<file path="src/rtl/core/pds_pkg.sv">
package pds_pkg;

    // Field and register widths
    localparam int FREQ_W     = 30;
    localparam int VCXO_W     = 30;
    localparam int PFD_W      = 27;
    localparam int CFG_IDX_W  = 2;
    localparam int CFG_DATA_W = 30;
    localparam int DIV_R_W    = 14;
    localparam int DIV_N_W    = 13;
    localparam int CP_W       = 4;
    localparam int LOCK_W     = 14;

    // Search limits
    localparam int DEF_MAX_REF_DIV = 16363;
    localparam int DEF_MAX_FB_DIV  = 8191;
    localparam int MAX_LOCK_COUNT  = 16363;

    // Configuration reset values
    localparam logic [VCXO_W-1:0] VCXO_RESET    = VCXO_W'(122880000);
    localparam logic [PFD_W-1:0]  PFD_MAX_RESET = PFD_W'(1200000);
    localparam logic [PFD_W-1:0]  PFD_MIN_RESET = PFD_W'(80000);

    // Register indexes
    typedef enum logic [CFG_IDX_W-1:0] {
        CFG_VCXO    = 2'd0,
        CFG_PFD_MAX = 2'd1,
        CFG_PFD_MIN = 2'd2
    } cfg_idx_t;

    // Charge pump: min(n / 50, 15), n / 50 by reciprocal 1311 / 2^16 for n < 800
    localparam int CP_DIV    = 50;
    localparam int CP_MAX    = 15;
    localparam int CP_SAT_N  = CP_DIV * (CP_MAX + 1);
    localparam int CP_N_W    = 10;
    localparam int CP_RECIP  = 1311;
    localparam int CP_RCP_W  = 11;
    localparam int CP_SHIFT  = 16;

    // Lock detect: (2f + 125r) / (250r)
    localparam int LOCK_HALF_K = 125;
    localparam int LOCK_DEN_K  = 250;
    localparam int LOCK_NUM_W  = FREQ_W + 2;

    // Shared divider unit
    localparam int DIV_NW = VCXO_W + 15;   // dividend shift register
    localparam int DIV_DW = 30;            // divisor and remainder
    localparam int DIV_QW = 32;            // quotient
    localparam int DIV_CW = 6;             // step count

    typedef struct packed {
        logic              start;
        logic [DIV_DW-1:0] divisor;
        logic [DIV_DW-1:0] rem_init;
        logic [DIV_NW-1:0] bits;
        logic [DIV_CW-1:0] count;
    } div_req_t;

    typedef struct packed {
        logic              done;
        logic [DIV_QW-1:0] quo;
        logic [DIV_DW-1:0] rem;
    } div_rsp_t;

endpackage

</file>
<file path="src/rtl/core/pds_if.sv">
interface pds_in_if;
    import pds_pkg::*;

    logic              valid;
    logic              ready;
    logic [FREQ_W-1:0] ref_freq_hz;

    modport source (output valid, output ref_freq_hz, input ready);
    modport sink   (input valid, input ref_freq_hz, output ready);
endinterface

interface pds_out_if;
    import pds_pkg::*;

    logic               valid;
    logic               ready;
    logic               found;
    logic [DIV_R_W-1:0] div_r;
    logic [DIV_N_W-1:0] div_n;
    logic [CP_W-1:0]    charge_pump;
    logic [LOCK_W-1:0]  lock_detect_count;

    modport source (output valid, output found, output div_r, output div_n,
                    output charge_pump, output lock_detect_count, input ready);
    modport sink   (input valid, input found, input div_r, input div_n,
                    input charge_pump, input lock_detect_count, output ready);
endinterface

</file>
<file path="src/rtl/core/pds_divider.sv">
module pds_divider (
    input  logic              clk,
    input  logic              rst_n,
    input  pds_pkg::div_req_t req,
    output pds_pkg::div_rsp_t rsp
);
    import pds_pkg::*;

    logic              busy_reg;
    logic              done_reg;
    logic [DIV_CW-1:0] cnt_reg;
    logic [DIV_DW-1:0] rem_reg;
    logic [DIV_DW-1:0] dvs_reg;
    logic [DIV_NW-1:0] bits_reg;
    logic [DIV_QW-1:0] quo_reg;

    logic [DIV_DW:0]   trial;
    logic [DIV_DW:0]   diff;
    logic              take;
    logic [DIV_DW-1:0] rem_next;

    // one restoring step: shift in the next dividend bit, subtract if it fits
    always_comb
    begin
        trial    = {rem_reg, bits_reg[DIV_NW-1]};
        diff     = trial - {1'b0, dvs_reg};
        take     = (trial >= {1'b0, dvs_reg});
        rem_next = take ? diff[DIV_DW-1:0] : trial[DIV_DW-1:0];
    end

    always_ff @(posedge clk or negedge rst_n)
    begin
        if (!rst_n)
        begin
            busy_reg <= 1'b0;
            done_reg <= 1'b0;
            cnt_reg  <= '0;
        end
        else if (req.start)
        begin
            busy_reg <= 1'b1;
            done_reg <= 1'b0;
            cnt_reg  <= req.count;
        end
        else
        begin
            done_reg <= busy_reg && (cnt_reg == DIV_CW'(1));
            if (busy_reg)
            begin
                cnt_reg <= cnt_reg - DIV_CW'(1);
                if (cnt_reg == DIV_CW'(1))
                begin
                    busy_reg <= 1'b0;
                end
            end
        end
    end

    always_ff @(posedge clk)
    begin
        if (req.start)
        begin
            rem_reg  <= req.rem_init;
            dvs_reg  <= req.divisor;
            bits_reg <= req.bits;
            quo_reg  <= '0;
        end
        else if (busy_reg)
        begin
            rem_reg  <= rem_next;
            bits_reg <= {bits_reg[DIV_NW-2:0], 1'b0};
            quo_reg  <= {quo_reg[DIV_QW-2:0], take};
        end
    end

    assign rsp.done = done_reg;
    assign rsp.quo  = quo_reg;
    assign rsp.rem  = rem_reg;

endmodule

</file>
<file path="src/rtl/core/pll_divider_search.sv">
// PLL divider search. Each transaction on freq carries a reference frequency in
// hertz; the block answers with one transaction on dividers holding the first
// reference divider R (starting at ref / pfd_max, at least 1) for which
// vcxo * R / ref is an exact integer N, together with the charge pump code
// min(N / 50, 15) and the lock detect count round(ref / (125 R)), or found = 0
// with all fields zero. One item is in flight at a time; freq.ready is low
// from acceptance until the result has been taken. All divisions run on one
// shared restoring divider at one quotient bit per cycle: the start divider,
// each candidate R (QW quotient bits, QW = bits of MAX_FB_DIV, 13 by default)
// and the lock count, with at most MAX_REF_DIV candidates. Configuration
// registers are written through cfg_we / cfg_index / cfg_data; the user must
// write them only while no item is in flight, which the block itself does
// not enforce.
module pll_divider_search #(
    parameter int MAX_REF_DIV = pds_pkg::DEF_MAX_REF_DIV,
    parameter int MAX_FB_DIV  = pds_pkg::DEF_MAX_FB_DIV
) (
    input  logic                             clk,
    input  logic                             rst_n,
    pds_in_if.sink                           freq,
    pds_out_if.source                        dividers,
    input  logic                             cfg_we,
    input  logic [pds_pkg::CFG_IDX_W-1:0]    cfg_index,
    input  logic [pds_pkg::CFG_DATA_W-1:0]   cfg_data
);
    import pds_pkg::*;

    localparam int RW     = $clog2(MAX_REF_DIV + 2);       // R, can reach MAX + 1
    localparam int QW     = $clog2(MAX_FB_DIV + 1);        // N
    localparam int PW     = VCXO_W + RW;                   // vcxo * R
    localparam int FBL_W  = FREQ_W + $clog2(MAX_FB_DIV + 2);
    localparam int PMIN_W = PFD_W + RW;
    localparam int CMP_W  = (PW > FBL_W) ? PW : FBL_W;
    localparam int DEN_W  = 8 + RW;

    typedef enum logic [8:0] {
        ST_IDLE   = 9'b000000001,
        ST_START  = 9'b000000010,
        ST_WAIT_R = 9'b000000100,
        ST_MUL    = 9'b000001000,
        ST_CHECK  = 9'b000010000,
        ST_WAIT_N = 9'b000100000,
        ST_FIN    = 9'b001000000,
        ST_WAIT_L = 9'b010000000,
        ST_OUT    = 9'b100000000
    } state_t;

    state_t state_reg;

    logic [VCXO_W-1:0] vcxo_reg;
    logic [PFD_W-1:0]  pfd_max_reg;
    logic [PFD_W-1:0]  pfd_min_reg;

    logic [FREQ_W-1:0]     f_reg;
    logic [RW-1:0]         r_reg;
    logic [QW-1:0]         n_reg;
    logic [PW-1:0]         prod_reg;
    logic [PMIN_W-1:0]     pmin_reg;
    logic [FBL_W-1:0]      fb_lim_reg;
    logic [DEN_W-1:0]      den_reg;
    logic [LOCK_NUM_W-1:0] num_reg;

    logic               found_reg;
    logic [DIV_R_W-1:0] div_r_reg;
    logic [DIV_N_W-1:0] div_n_reg;
    logic [CP_W-1:0]    cp_reg;
    logic [LOCK_W-1:0]  lock_reg;

    div_req_t div_req;
    div_rsp_t div_rsp;

    logic                       zero_in;
    logic                       start_over;
    logic                       r_over;
    logic                       pfd_low;
    logic                       fb_over;
    logic                       exact;
    logic [DIV_NW-1:0]          prod_ext;
    logic [15:0]                n_wide;
    logic [CP_N_W+CP_RCP_W-1:0] cp_prod;
    logic [CP_W-1:0]            cp_next;
    logic [LOCK_W-1:0]          lock_next;

    pds_divider u_div (
        .clk   (clk),
        .rst_n (rst_n),
        .req   (div_req),
        .rsp   (div_rsp)
    );

    // configuration
    always_ff @(posedge clk or negedge rst_n)
    begin
        if (!rst_n)
        begin
            vcxo_reg    <= VCXO_RESET;
            pfd_max_reg <= PFD_MAX_RESET;
            pfd_min_reg <= PFD_MIN_RESET;
        end
        else if (cfg_we)
        begin
            case (cfg_index)
                CFG_VCXO:    vcxo_reg    <= cfg_data[VCXO_W-1:0];
                CFG_PFD_MAX: pfd_max_reg <= cfg_data[PFD_W-1:0];
                CFG_PFD_MIN: pfd_min_reg <= cfg_data[PFD_W-1:0];
                default:     ;
            endcase
        end
    end

    always_comb
    begin
        zero_in    = (f_reg == '0) || (pfd_max_reg == '0);
        start_over = (div_rsp.quo > DIV_QW'(MAX_REF_DIV));
        r_over     = (r_reg > RW'(MAX_REF_DIV));
        pfd_low    = (PMIN_W'(f_reg) < pmin_reg);
        // N > MAX_FB_DIV  <=>  vcxo * R >= (MAX_FB_DIV + 1) * f
        fb_over    = (CMP_W'(prod_reg) >= CMP_W'(fb_lim_reg));
        exact      = (div_rsp.rem == '0);
        prod_ext   = DIV_NW'(prod_reg);

        n_wide  = 16'(n_reg);
        cp_prod = n_wide[CP_N_W-1:0] * CP_RCP_W'(CP_RECIP);
        if (n_wide >= 16'(CP_SAT_N))
            cp_next = CP_W'(CP_MAX);
        else
            cp_next = cp_prod[CP_SHIFT+CP_W-1:CP_SHIFT];

        if (div_rsp.quo > DIV_QW'(MAX_LOCK_COUNT))
            lock_next = LOCK_W'(MAX_LOCK_COUNT);
        else
            lock_next = div_rsp.quo[LOCK_W-1:0];
    end

    // divider requests; inputs all come from registers
    always_comb
    begin
        div_req.start    = 1'b0;
        div_req.divisor  = DIV_DW'(f_reg);
        div_req.rem_init = '0;
        div_req.bits     = '0;
        div_req.count    = '0;
        case (state_reg)
            ST_START:
            begin
                // R0 = f / pfd_max
                div_req.start   = !zero_in;
                div_req.divisor = DIV_DW'(pfd_max_reg);
                div_req.bits    = {f_reg, (DIV_NW - FREQ_W)'(0)};
                div_req.count   = DIV_CW'(FREQ_W);
            end
            ST_CHECK:
            begin
                // quotient known to fit in QW bits, so only QW steps
                div_req.start    = !(pfd_low || fb_over);
                div_req.divisor  = DIV_DW'(f_reg);
                div_req.rem_init = prod_ext[QW +: DIV_DW];
                div_req.bits     = prod_ext << (DIV_NW - QW);
                div_req.count    = DIV_CW'(QW);
            end
            ST_FIN:
            begin
                div_req.start   = 1'b1;
                div_req.divisor = DIV_DW'(den_reg);
                div_req.bits    = {num_reg, (DIV_NW - LOCK_NUM_W)'(0)};
                div_req.count   = DIV_CW'(LOCK_NUM_W);
            end
            default: ;
        endcase
    end

    // sequencer
    always_ff @(posedge clk or negedge rst_n)
    begin
        if (!rst_n)
        begin
            state_reg <= ST_IDLE;
        end
        else
        begin
            case (state_reg)
                ST_IDLE:
                    if (freq.valid)
                        state_reg <= ST_START;
                ST_START:
                    state_reg <= zero_in ? ST_OUT : ST_WAIT_R;
                ST_WAIT_R:
                    if (div_rsp.done)
                        state_reg <= start_over ? ST_OUT : ST_MUL;
                ST_MUL:
                    state_reg <= r_over ? ST_OUT : ST_CHECK;
                ST_CHECK:
                    state_reg <= (pfd_low || fb_over) ? ST_OUT : ST_WAIT_N;
                ST_WAIT_N:
                    if (div_rsp.done)
                        state_reg <= exact ? ST_FIN : ST_MUL;
                ST_FIN:
                    state_reg <= ST_WAIT_L;
                ST_WAIT_L:
                    if (div_rsp.done)
                        state_reg <= ST_OUT;
                ST_OUT:
                    if (dividers.ready)
                        state_reg <= ST_IDLE;
                default:
                    state_reg <= ST_IDLE;
            endcase
        end
    end

    // datapath
    always_ff @(posedge clk)
    begin
        case (state_reg)
            ST_IDLE:
                if (freq.valid)
                    f_reg <= freq.ref_freq_hz;
            ST_START:
            begin
                fb_lim_reg <= FBL_W'(f_reg) * FBL_W'(MAX_FB_DIV + 1);
                found_reg  <= 1'b0;
                div_r_reg  <= '0;
                div_n_reg  <= '0;
                cp_reg     <= '0;
                lock_reg   <= '0;
            end
            ST_WAIT_R:
                if (div_rsp.done)
                    r_reg <= (div_rsp.quo == '0) ? RW'(1) : div_rsp.quo[RW-1:0];
            ST_MUL:
            begin
                prod_reg <= PW'(vcxo_reg) * PW'(r_reg);
                pmin_reg <= PMIN_W'(pfd_min_reg) * PMIN_W'(r_reg);
            end
            ST_WAIT_N:
                if (div_rsp.done)
                begin
                    if (exact)
                    begin
                        n_reg   <= div_rsp.quo[QW-1:0];
                        den_reg <= DEN_W'(r_reg) * DEN_W'(LOCK_DEN_K);
                        num_reg <= LOCK_NUM_W'({f_reg, 1'b0})
                                   + LOCK_NUM_W'(r_reg) * LOCK_NUM_W'(LOCK_HALF_K);
                    end
                    else
                    begin
                        r_reg <= r_reg + RW'(1);
                    end
                end
            ST_WAIT_L:
                if (div_rsp.done)
                begin
                    found_reg <= 1'b1;
                    div_r_reg <= DIV_R_W'(r_reg);
                    div_n_reg <= DIV_N_W'(n_reg);
                    cp_reg    <= cp_next;
                    lock_reg  <= lock_next;
                end
            default: ;
        endcase
    end

    assign freq.ready                 = (state_reg == ST_IDLE);
    assign dividers.valid             = (state_reg == ST_OUT);
    assign dividers.found             = found_reg;
    assign dividers.div_r             = div_r_reg;
    assign dividers.div_n             = div_n_reg;
    assign dividers.charge_pump       = cp_reg;
    assign dividers.lock_detect_count = lock_reg;

endmodule

</file>
<file path="src/flat_wrapper.sv">
// flat-port wrapper written by rule: the top's interface ports become plain ports
module pll_divider_search_flat import pds_pkg::*;
#(
    parameter int MAX_REF_DIV = pds_pkg::DEF_MAX_REF_DIV,
    parameter int MAX_FB_DIV  = pds_pkg::DEF_MAX_FB_DIV
)
  (clk, rst_n, cfg_we, cfg_index, cfg_data, freq_valid, freq_ref_freq_hz, freq_ready, dividers_valid, dividers_found, dividers_div_r, dividers_div_n, dividers_charge_pump, dividers_lock_detect_count, dividers_ready);
  pds_in_if freq_i ();
  pds_out_if dividers_i ();
  input  logic clk;
  input  logic rst_n;
  input  logic cfg_we;
  input  logic [pds_pkg::CFG_IDX_W-1:0] cfg_index;
  input  logic [pds_pkg::CFG_DATA_W-1:0] cfg_data;
  input wire logic [$bits(freq_i.valid)-1:0] freq_valid;
  input wire logic [$bits(freq_i.ref_freq_hz)-1:0] freq_ref_freq_hz;
  output wire logic [$bits(freq_i.ready)-1:0] freq_ready;
  output wire logic [$bits(dividers_i.valid)-1:0] dividers_valid;
  output wire logic [$bits(dividers_i.found)-1:0] dividers_found;
  output wire logic [$bits(dividers_i.div_r)-1:0] dividers_div_r;
  output wire logic [$bits(dividers_i.div_n)-1:0] dividers_div_n;
  output wire logic [$bits(dividers_i.charge_pump)-1:0] dividers_charge_pump;
  output wire logic [$bits(dividers_i.lock_detect_count)-1:0] dividers_lock_detect_count;
  input wire logic [$bits(dividers_i.ready)-1:0] dividers_ready;
  assign freq_i.valid = freq_valid;
  assign freq_i.ref_freq_hz = freq_ref_freq_hz;
  assign freq_ready = freq_i.ready;
  assign dividers_valid = dividers_i.valid;
  assign dividers_found = dividers_i.found;
  assign dividers_div_r = dividers_i.div_r;
  assign dividers_div_n = dividers_i.div_n;
  assign dividers_charge_pump = dividers_i.charge_pump;
  assign dividers_lock_detect_count = dividers_i.lock_detect_count;
  assign dividers_i.ready = dividers_ready;
  pll_divider_search #(.MAX_REF_DIV(MAX_REF_DIV), .MAX_FB_DIV(MAX_FB_DIV)) u_core (.clk(clk), .rst_n(rst_n), .freq(freq_i), .dividers(dividers_i), .cfg_we(cfg_we), .cfg_index(cfg_index), .cfg_data(cfg_data));
endmodule
</file>
<file path="config.mk">
export PLATFORM = sky130hd
export DESIGN_NAME = pll_divider_search_flat
export DESIGN_NICKNAME = d
export VERILOG_FILES = /design/src/rtl/core/pds_pkg.sv /design/src/rtl/core/pds_if.sv /design/src/rtl/core/pds_divider.sv /design/src/rtl/core/pll_divider_search.sv /design/src/flat_wrapper.sv
export SDC_FILE = /design/constraint.sdc
export NUM_CORES = 2
export LEC_CHECK = 0
export BUFFER_PORTS_ARGS = -buffer_cell sky130_fd_sc_hd__buf_2
export CORE_ASPECT_RATIO = 0.8
export CORE_MARGIN = 2
export CORE_UTILIZATION = 56
export CTS_BUF_LIST = sky130_fd_sc_hd__clkbuf_8
export DETAILED_ROUTE_END_ITERATION = 16
export PLACE_DENSITY = 0.73
export SLEW_MARGIN = 40
export SYNTH_ARGS = -nofsm -noshare
export SYNTH_HDL_FRONTEND = slang
export SYNTH_SLANG_ARGS = --single-unit
</file>
<file path="constraint.sdc">
create_clock -name clk -period 12.7 [get_ports clk]
set_input_delay 1.905 -clock clk [delete_from_list [all_inputs] [get_ports clk]]
set_output_delay 1.905 -clock clk [all_outputs]
set_load 0.05 [all_outputs]
</file>
# After elaboration in Yosys (flattened, before gate mapping)
# Cells that the tools add are included.
[totals]
register_bits = 509
latchBits = 0
ram_bits = 0
romBits = 0
word_cells = 120
n_memories = 0
[classes]
addsub = 4
multipliers = 5
div = 0
order_cmp = 6
eq_ne = 18
n_shift = 0
muxes = 42
n_bitwise = 0
reduce_logical = 21
[ops]
columns = ["cell", "n"]
rows = [
  ["case mux 51 bit (3 select lines)", 1],
  ["2-to-1 mux 30 bit", 4],
  ["2-to-1 mux 14 bit", 7],
  ["case mux 31 bit (3 select lines)", 1],
  ["2-to-1 mux 45 bit", 2],
  ["case mux 14 bit (2 select lines)", 3],
  ["2-to-1 mux 9 bit", 9],
  ["case mux 9 bit (9 select lines)", 1],
  ["zero test 30 bit", 2],
  ["greater-or-equal comparator 44 x 43 -> 1 bit", 1],
  ["multiplier 30 x 14 -> 44 bit", 1],
  ["multiplier 14 x 7 -> 21 bit, second input constant", 2],
  ["< comparator 30 x 41 -> 1 bit", 1],
  ["multiplier 27 x 14 -> 41 bit", 1],
  ["adder 31 x 21 -> 32 bit", 1],
  ["> comparator 32 x 14 -> 1 bit, second input constant", 1],
  ["zero test 32 bit", 1],
  ["greater-or-equal comparator 31 x 30 -> 1 bit", 1],
  ["subtractor 30 bit", 1],
  ["zero test 27 bit", 1],
  ["case mux 13 bit (2 select lines)", 1],
  ["multiplier 10 x 11 -> 20 bit, second input constant", 1],
  ["adder 14 x 1 -> 14 bit, second input constant", 1],
  ["> comparator 14 bit, second input constant", 1],
  ["32 further kinds", 50],
]

# Logic depth before layout (Yosys ltp)
[logic_depth]
word_depth = 5
depth_mapped = 26
depth_no_buf = 24

# Cells and area by module
# A second synthesis with hierarchy kept.
[unflattened]
cells_unflattened = 5252
hier_area_um2 = 54380.9
[modules_own_cells]
columns = ["mod", "instances", "cells_each", "area_each_um2"]
rows = [
  ["pll_divider_search", 1, 4635, 46774.9],
  ["pds_divider", 1, 617, 7606.0],
]

# Worst setup path after synthesis
# Ideal clock, no wire load.
[synth_timing]
path_kind = "register -> register"
start = "register u_core.r_reg[6]"
end = "register u_core.prod_reg[42] (data pin)"
setup_time_ps = 262
arrival_ps = 6525
t_required_ps = 12438
path_slack_ps = 5914
path_stages_with_launch = 25
path_cell_list = "edfxtp_1 -> clkbuf_1 -> clkbuf_1 -> clkbuf_1 -> nand2_1 -> fa_1 -> fa_1 -> inv_1 -> fa_1 -> fa_1 -> fa_1 -> inv_1 -> fa_1 -> inv_1 -> ha_1 -> a21o_1 -> a21o_1 -> a211oi_2 -> o21ai_0 -> a21oi_1 -> a311oi_2 -> a311oi_1 -> o21ba_2 -> o21ai_1 -> xor2_1"
[synth_between]
elab_chain_len = 1
[synth_rtl]
columns = ["item", "line_no", "text"]
rows = [
  ["from (decl)", "pll_divider_search.sv:55", "logic [RW-1:0] r_reg;"],
  ["from (signal assigned)", "pll_divider_search.sv:229", "r_reg <= (div_rsp.quo == '0) ? RW'(1) : div_rsp.quo[RW-1:0];"],
  ["from (signal assigned)", "pll_divider_search.sv:247", "r_reg <= r_reg + RW'(1);"],
  ["multiplier 30 x 14 -> 44 bit", "pll_divider_search.sv:232", "prod_reg <= PW'(vcxo_reg) * PW'(r_reg);"],
  ["to (signal assigned)", "pll_divider_search.sv:232", ""],
  ["to (decl)", "pll_divider_search.sv:57", "logic [PW-1:0] prod_reg;"],
]
# Every way passes these cells.
# A chain may end at the register's enable or synchronous reset.

# Final worst setup path
[layout_timing]
start = "register u_core.r_reg[9]"
end = "register u_core.prod_reg[42] (data pin)"
# The elaborated chain is that of the path after synthesis.

==> key figures <==
Synth
  – Largest family of logic cells by synthesized area: adder cells
  – Synthesized net count: 6,558
  – Post-synth top flop: edfxtp_1
  – Seq/Total Area, Yosys: 26.3%
  – Post-synthesis mux area share: 2.65%
  – Post-synth ARST share: 20.4%
  – Synth Area in Compound Gates: 7.32%
  – Simple-Gate Fraction of Synth Area: 14.0%
  – Synth Area in Adders: 38.6%
  – Number of library cell types mapped by synthesis: 96
  – Post-synth EDFFs: 362
  – Synth Warn #: 0
  – Syn_area_per_cell: 10.1 um2
  – #FFs+latches synth: 495
  – Synth Area in XOR/XNOR: 2.74%
  – Synthesized area: 53,400 um2
  – Cell count after synthesis: 5,288

Timing
  – Final hold slack: 508 ps
  – Fmax: 0.131 GHz
  – Minimum clock period: 7610 ps
  – TNS Setup: 0 ps
  – Final Cycle Share: 59.9%
  – Setup Skew: 56.0 ps
  – RSZ-0062 raised after global routing: false
  – Final setup fails: 0
  – Hold Vio Cnt, Final: 0
  – Max-slew violations: 0
  – Slew at the pin with the worst max-slew slack: 849 ps
  – Worst slew margin: 43.4%

Detailed routing
  – Post-detailed-route count of antenna-violating nets: 0
  – DRC viols: 0
  – Routed WL: 145,000 um
  – Iter 0 DRT Violations: 3,459
  – Post-DR vias/cell: 5.79
  – Vias: 38,400
  – First-pass iteration count of the detailed router: 6
  – Drt wl/cell: 21.8 um

Clock network
  – Postcts setup bufs: 0
  – H-tree Lvls: 3
  – Clock Path Buffers: 3
  – Root buf cell: clkbuf_8
  – Worst-path clk slew: 70 ps
  – Hold buffers post-CTS: 0
  – # clock sinks: 495
  – Resized cells post-CTS: 0
  – Clock latency on the worst-skew pair: 790 ps
  – CTS tree: yes
  – TritonCTS Buffers: 84

Critical path
  – Crit. End Element: register
  – CP most frequent cell: fa_1
  – CP Cell Sequence: buf_6 > buf_4 > nand2_1 > fa_1 > inv_1 > fa_1 > fa_1 > fa_1 > fa_1 > inv_1 > fa_1 > inv_1 > ha_1 > a21o_1 > a21o_1 > a211oi_2 > o21ai_0 > a21oi_1 > a311oi_2 > a311oi_1 > o21ba_2 > o21ai_1 > xor2_1
  – Gate family responsible for the most delay along the worst path: adder cells
  – CP Class: register to register
  – CP Data Arrival Time: 8100 ps
  – Flop2flop setup slack: 5090 ps
  – Type of origin of the critical path: register
  – Max FO, Critical Path: 38
  – Worst Path Buf+Inv: 5
  – Slowest-stage cell, CP: edfxtp_1
  – Critical path required time: 13,190 ps
  – Worst path max stage delay: 700 ps

Die
  – # IOs: 115
  – Row cnt: 101
  – Core area: 94,700 um2
  – Die Y: 280 um
  – Die area: 97,900 um2
  – Die Wd: 349 um
  – Initial Util: 56.4%

Place
  – Routability cong.: 0.944
  – Input/output buffers: 114
  – HPWL after detailed placement: 107,000 um

Status
  – Status: finished clean

Flow run
  – Max-cap violations: 0

Finish
  – Nets: 6,601
  – Share of layout cells above drive strength 1: 8.20%
  – Layout area overhead: 6.89%
  – Max FFs per register: 44

GRT
  – Grt ovf: 0
  – First-pass GRT wire length: 227,000 um
  – Vias in the first global route: 39,500
  – Initial antenna violation count: 10
  – GRT Overall Usage: 30.5%
  – Largest net degree at the start of global routing: 70

Hold path
  – Hold Crit Class: register to register
[metrics by stage]
step	util [%]	instances	area [um2]	worst slack [ps]
6_report	60.3	6640	57100	5090
5_1_grt	60.3	6640	57100	4680
4_1_cts	60.3	6636	57000	5190
3_5_place_dp	58.3	6480	55200	5220
3_3_place_gp	58.2	6476	55100	5060
2_1_floorplan	-	5288	53400	5910
[area by class of cell]
cell class,count,area [um2]
fill,7815,37600
multi-input combinational,3621,34900
sequential,495,14100
inverter,966,3630
tap,1236,1550
clock buffer,92,1270
timing repair buffer,163,1010
clock inverter,64,618
antenna,3,7.51
[per-layer routing]
layer	part of all wire [%]	vias to the layer above	track usage, %
li1	-	17000	-
met1	43	19300	43.7
met2	42	1814	44.8
met3	12	271	9.43
met4	2.6	12	8.21
met5	0.055	-	0
[worst register-to-register path, delay by kind of cell, from the launching register on]
family | cells | cell delay (ps)
AOI/OAI and AO/OA | 9 | 2090
xor gates and xnor gates | 1 | 150
buffers and inverters | 5 | 940
DFF | 1 | 700
and+or+nand+nor | 1 | 180
adders and majority gates | 7 | 3290
[worst paths after layout]
path | startpoint | endpoint | cells after the start
setup / recovery | u_core.r_reg[9] | u_core.prod_reg[42] | 23
hold / removal | u_core.u_div.bits_reg[28] | u_core.u_div.bits_reg[29] | 2
setup reg to reg | u_core.r_reg[9] | u_core.prod_reg[42] | 23
hold reg to reg | u_core.u_div.bits_reg[28] | u_core.u_div.bits_reg[29] | 2
max in group asynchronous | rst_n | u_core.pfd_min_reg[8] | 2
min in group asynchronous | rst_n | u_core.u_div.cnt_reg[5] | 1
[cell families (layout without fill, tap and decap cells)]
group	after synthesis	count (layout)
multiplexers	131	131
flip-flops	495	495
XOR/XNOR	167	167
buffers and inverters	1172	1285
adder cells (fa/ha/maj)	1203	1203
other	0	3
AND/OR/NAND/NOR	1543	1543
AO/OA/AOI/OAI	577	577
[synthesized netlist by cell type (9+ instances only)]
library cell	count	area [um2]
inv_1	964	3620
fa_1	741	14800
nand2_1	668	2510
ha_1	462	5780
and2_1	392	2450
edfxtp_1	362	10900
nor2_1	214	803
clkbuf_1	185	694
a21oi_1	146	731
xnor2_1	122	1070
o21ai_0	94	470
a21o_1	90	676
mux2_2	84	946
dfrtp_1	80	2000
mux2i_1	47	470
a22oi_1	46	345
nand3_1	45	225
xor2_1	45	394
nor4_1	37	231
nor3_1	35	175
nand4_1	33	206
dfxtp_1	32	641
nor2b_1	23	144
a31oi_1	22	138
and3_1	22	138
dfstp_2	21	552
o21bai_1	20	150
o21a_1	18	135
o21ai_1	18	90.1
nand2b_1	17	106
a211oi_1	13	97.6
or3_1	11	68.8
a22o_1	10	87.6
buf_2	10	50.1
o31ai_1	10	75.1
nor3b_1	9	67.6
[cell usage in the layout (no fill, tap or decap), drive strengths merged, types with 18 or more instances in the layout]
cell | netlist | routed
a31oi | 22 | 22
dfrtp | 80 | 80
a22oi | 46 | 46
and2 | 392 | 392
dfstp | 21 | 21
o21ai | 116 | 116
and3 | 22 | 22
nand2 | 668 | 668
xor2 | 45 | 45
clkinv | 0 | 22
o21bai | 20 | 20
nor4 | 39 | 39
a21o | 90 | 90
inv | 966 | 995
nor2 | 215 | 215
fa | 741 | 741
nor3 | 38 | 38
mux2i | 47 | 47
a21oi | 146 | 146
mux2 | 84 | 84
edfxtp | 362 | 362
o21a | 18 | 18
nor2b | 23 | 23
clkbuf | 185 | 92
dfxtp | 32 | 32
nand3 | 45 | 45
nand4 | 33 | 33
xnor2 | 122 | 122
buf | 21 | 163
ha | 462 | 462
Power is not shown: default switching activity piles up to over one toggle a cycle in this logic, so the estimate is an artifact.
